--- src/rtl/obinf_pkg.sv ---
package obinf_pkg;

  localparam int POS_W      = 9;
  localparam int CHAN_W     = 8;
  localparam int DIM_W      = 9;
  localparam int RAD_W      = 4;
  localparam int CODE_W     = 2;
  localparam int ACT_W      = 2;
  localparam int CFG_IDX_W  = 3;
  localparam int CFG_DATA_W = 9;

  localparam logic [ACT_W-1:0] ACT_LOAD  = 2'd0;
  localparam logic [ACT_W-1:0] ACT_READ  = 2'd1;
  localparam logic [ACT_W-1:0] ACT_CLEAR = 2'd2;

  localparam logic [CODE_W-1:0] CODE_WHITE = 2'd0;
  localparam logic [CODE_W-1:0] CODE_GRAY  = 2'd1;
  localparam logic [CODE_W-1:0] CODE_BLACK = 2'd2;

  localparam logic [CFG_IDX_W-1:0] REG_MAP_WIDTH   = 3'd0;
  localparam logic [CFG_IDX_W-1:0] REG_MAP_HEIGHT  = 3'd1;
  localparam logic [CFG_IDX_W-1:0] REG_RADIUS      = 3'd2;
  localparam logic [CFG_IDX_W-1:0] REG_BLACK_LEVEL = 3'd3;
  localparam logic [CFG_IDX_W-1:0] REG_GRAY_LEVEL  = 3'd4;
  localparam logic [CFG_IDX_W-1:0] REG_WHITE_LEVEL = 3'd5;

  localparam logic [DIM_W-1:0]  RST_MAP_WIDTH   = 9'd256;
  localparam logic [DIM_W-1:0]  RST_MAP_HEIGHT  = 9'd256;
  localparam logic [RAD_W-1:0]  RST_RADIUS      = 4'd4;
  localparam logic [CHAN_W-1:0] RST_BLACK_LEVEL = 8'd0;
  localparam logic [CHAN_W-1:0] RST_GRAY_LEVEL  = 8'd128;
  localparam logic [CHAN_W-1:0] RST_WHITE_LEVEL = 8'd255;

  typedef struct packed {
    logic capture;
    logic clr_init;
    logic setup;
    logic mask;
    logic rd_row;
    logic wr_row;
    logic clr_row;
    logic row_step;
    logic rd_item;
    logic result_load;
  } cmd_t;

  typedef struct packed {
    logic act_load_go;
    logic act_read;
    logic act_clear;
    logic read_store;
    logic row_last;
    logic clr_last;
    logic out_free;
  } stat_t;

endpackage

--- src/rtl/obinf_ctrl.sv ---
module obinf_ctrl import obinf_pkg::*;
  (input  logic  clk,
   input  logic  rst,
   input  logic  in_valid,
   output logic  in_ready,
   input  stat_t stat,
   output cmd_t  cmd);

  typedef enum logic [2:0] {
    S_CLEAR,
    S_IDLE,
    S_SETUP,
    S_MASK,
    S_RD,
    S_WR,
    S_RD_ITEM,
    S_RESULT
  } state_t;

  state_t state, state_next;

  assign in_ready = (state == S_IDLE);

  always_comb begin
    cmd        = '0;
    state_next = state;
    case (state)
      S_CLEAR: begin
        cmd.clr_row = 1'b1;
        if (stat.clr_last) begin
          state_next = S_IDLE;
        end else begin
          cmd.row_step = 1'b1;
        end
      end
      S_IDLE: begin
        if (in_valid) begin
          cmd.capture = 1'b1;
          if (stat.act_clear) begin
            cmd.clr_init = 1'b1;
            state_next   = S_CLEAR;
          end else if (stat.act_load_go) begin
            state_next = S_SETUP;
          end else if (stat.act_read) begin
            state_next = stat.read_store ? S_RD_ITEM : S_RESULT;
          end
        end
      end
      S_SETUP: begin
        cmd.setup  = 1'b1;
        state_next = S_MASK;
      end
      S_MASK: begin
        cmd.mask   = 1'b1;
        state_next = S_RD;
      end
      S_RD: begin
        cmd.rd_row = 1'b1;
        state_next = S_WR;
      end
      S_WR: begin
        cmd.wr_row = 1'b1;
        if (stat.row_last) begin
          state_next = S_IDLE;
        end else begin
          cmd.row_step = 1'b1;
          state_next   = S_RD;
        end
      end
      S_RD_ITEM: begin
        cmd.rd_item = 1'b1;
        state_next  = S_RESULT;
      end
      S_RESULT: begin
        // hold until the output register can take the transaction
        if (stat.out_free) begin
          cmd.result_load = 1'b1;
          state_next      = S_IDLE;
        end
      end
      default: begin
        state_next = S_IDLE;
      end
    endcase
  end

  always_ff @(posedge clk) begin
    if (rst) begin
      state <= S_CLEAR;
    end else begin
      state <= state_next;
    end
  end

endmodule

--- config.mk ---
export PLATFORM = sky130hd
export DESIGN_NAME = obinf_ctrl
export DESIGN_NICKNAME = d
export VERILOG_FILES = /design/src/rtl/obinf_pkg.sv /design/src/rtl/obinf_ctrl.sv
export SDC_FILE = /design/constraint.sdc
export NUM_CORES = 1
export LEC_CHECK = 0
export BUFFER_PORTS_ARGS = -buffer_cell sky130_fd_sc_hd__buf_2
export CAP_MARGIN = 20
export CORE_AREA = 5 5 42 44
export CTS_CLUSTER_SIZE = 40
export DETAILED_ROUTE_END_ITERATION = 8
export DIE_AREA = 0 0 47 49
export PLACE_DENSITY_LB_ADDON = 0.3
export REMOVE_ABC_BUFFERS = 1
export SETUP_SLACK_MARGIN = 0.4
export SYNTH_ARGS = -nofsm -noshare
export SYNTH_HDL_FRONTEND = slang
export SYNTH_SLANG_ARGS = --single-unit
export TNS_END_PERCENT = 10
--- constraint.sdc ---
create_clock -name clk -period 1.6 [get_ports clk]
set_clock_uncertainty 0.05 [all_clocks]
set_input_delay 0.48 -clock clk [delete_from_list [all_inputs] [get_ports clk]]
set_output_delay 0.48 -clock clk [all_outputs]
set_load 0.02 [all_outputs]
==> impl_metrics.ini <==
[worst_setup_path]
crit_chain = buf_12, nor3b_4, and3_1, buf_6
end_kind = primary output
slowest_stage = dfxtp_2
critPathLaunchType = register
cp_max_fo = 12
slowest_delay_ns = 0.32
crit_required_ns = 1.07
critical_path_arrival_ns = 1.18
reg2reg_depth = 5
setup.worst_path.class = register to primary output

[power]
seqPwrFrac = 0.222
switching_share = 0.340
p_clk_frac = 0.338
vdd_drop_max_mv = 0.237
p_switching_mw = 0.139
p_per_area_mw_per_mm2 = 637
p_int_mw = 0.271
combinationalPowerShare = 0.439
p_leak_nw = 0.320

[cells_and_area]
top_register = state
fin_nets = 87
largest_register_ffs = 3
fin_util = 0.459
antenna_cells = 0
largestRegisters = state x3
drive_gt1_frac = 0.605
area_delta_synth_final_pct = 79.1
layout.cells.non_filler = 92

[yosys]
syn_area_um2 = 359
synthAdderAreaFrac = 0
synth_mux_area_frac = 0.0279
synth_top_family_by_area = simple AND/OR/NAND/NOR gates
synthSimpleGateAreaFrac = 0.519
synth_cell_type_count = 28
synth_seq_area_share = 0.167
synth_xor_area_frac = 0
yosys.area.top_type = dfxtp_1
yosysTopAreaCellShare = 0.167
synth_compound_area_frac = 0.195
synth_seq_cells = 3
syn_area_per_cell_um2 = 7.98
yosys_warnings = 0
synthTopCellsByArea = dfxtp_1 17%, nand4b_4 6.6%, buf_6 6.3%, nor2_1 6.3%, nand2_1 5.2%
syn_inst = 45

[die]
num_io_pins = 21
rows = 14
die_h_um = 49
die_area_mm2 = 0.00230
core_area_mm2 = 0.00140
start_util = 0.256
die_x_um = 47

[route]
dr.pass1.iters = 3
drtAntennaViolNets = 0
vias = 440
drt-initial-drc-count = 9
totalWireLength_um = 1030
drc = 0
vias_per_cell = 4.78
wl_per_cell_um = 11.2

[clocking]
insertion_delay_ns = 0.24
cts_tree = built
postCtsHoldBufs = 0
cts_buffers = 3
clockBufferDepth = 2
clock-sinks = 3
htreeDepth = 1
clk_pin_slew_worst_paths_ns = 0.04
root_buffer = clkbuf_4

[place]
place_ws_ns = 0.0125
place.port_buffers = 20
place_congestion = 0.677
hpwl_um = 755
place_inst = 84

[grt]
antenna_found_initial = 0
grt_max_degree = 17
grt_pass1_wl_um = 1650
grt_pass1_vias = 428
grt_usage = 0.0963
grt_remaining_overflow = 0

[min_path]
holdPathStages = 2
hold_class = primary input to register

[sta]
hold_ws_ns = 0.390
setup_viol = 10
layout_setup_ws_ns = -0.110
clock.fmax_mhz = 585
slew_headroom = 0.747
slew_violations = 0
tns_ns = -0.475
fin_crit_ns = 1.71
post-route-period-util = 1.07
rsz0062_at_grt = true
tightest_slew_ns = 0.376
hold_viol = 0

[status]
outcome = finished, violations left
violations = negative setup slack

[run]
cap_violations = 0
routing by layer:
| metal | vias up | share of wire | GRT usage | routed length [µm] |
|---|---|---|---|---|
| met5 | - | 0 | 0 | 0 |
| met4 | 0 | 0.015 | 0.0553 | 16 |
| met3 | 2 | 0.069 | 0.0148 | 71 |
| met2 | 16 | 0.51 | 0.170 | 526 |
| met1 | 196 | 0.41 | 0.101 | 419 |
| li1 | 226 | - | - | - |
final cells by class:
cell class,instances,area (µm²)
Fill cell,156,758
Sequential cell,3,68.8
Tap cell,16,20.0
Timing Repair Buffer,31,249
Multi-Input combinational cell,38,279
Clock buffer,4,26.3
cells in the mapped netlist (all sizes together):
master,count
a211oi,2
a21oi,1
a31o,1
a31oi,1
and2,2
and3,1
and3b,1
and4,1
and4b,1
buf,4
dfxtp,3
mux2i,1
nand2,5
nand4b,1
nor2,6
nor2b,1
nor3,3
nor3b,3
nor4,1
o21ai,4
o22ai,1
or2,1
final timing paths:
| path | startpoint | end | slack [ns] |
|---|---|---|---|
| setup / recovery | state[2] | cmd[8] | -0.11 |
| hold / removal | rst | state[0] | 0.39 |
| setup reg to reg | state[0] | state[1] | 0.19 |
| hold reg to reg | state[1] | state[2] | 0.65 |
layout by cell type, fill, tap and decap left out, types with 2 or more instances in the layout:
| cell type | count |
|---|---|
| buf_4 | 13 |
| dfxtp_4 | 2 |
| buf_6 | 5 |
| o21ai_1 | 2 |
| buf_2 | 11 |
| buf_12 | 2 |
| nor3_1 | 2 |
| nand2_1 | 5 |
| clkbuf_4 | 3 |
| nor2_1 | 5 |
through the flow:
step                cell area, µm²  power [mW]
global route                   643       0.436
detailed placement             524       0.249
global placement               524       0.248
finish                         643       0.410
CTS                            626       0.412
floorplan                      327       0.175
timing repair:
action                                  CTS  global route
gates resized for setup                  17             5
endpoints found under the setup margin   14            14
setup buffers                             4             0
endpoints found under the hold margin     0             0
pin swaps                                 3             4
power groups by stage:
| stage | Combinational, mW | Clock (mW) | Sequential (mW) |
|---|---|---|---|
| 2_1_floorplan | 0.0742 | 0 | 0.101 |
| 3_3_place_gp | 0.156 | 0 | 0.0913 |
| 3_5_place_dp | 0.157 | 0 | 0.0919 |
| 4_1_cts | 0.179 | 0.142 | 0.0910 |
| 5_1_grt | 0.194 | 0.150 | 0.0923 |
| 6_report | 0.180 | 0.139 | 0.0911 |
worst max-delay path: cells and delay by family, from the launching register on:
| family | cells | cell delay, ns |
|---|---|---|
| buf+inv | 2 | 0.25 |
| simple gates | 2 | 0.38 |
| flops | 1 | 0.32 |
cells by family (layout without fill, tap and decap cells):
group	Yosys count	count (layout)
AOI/OAI and AO/OA	10	10
and+or+nand+nor	27	27
buffers and inverters	4	35
muxes	1	1
DFF	3	3
Power figures use the tool's default switching activity.
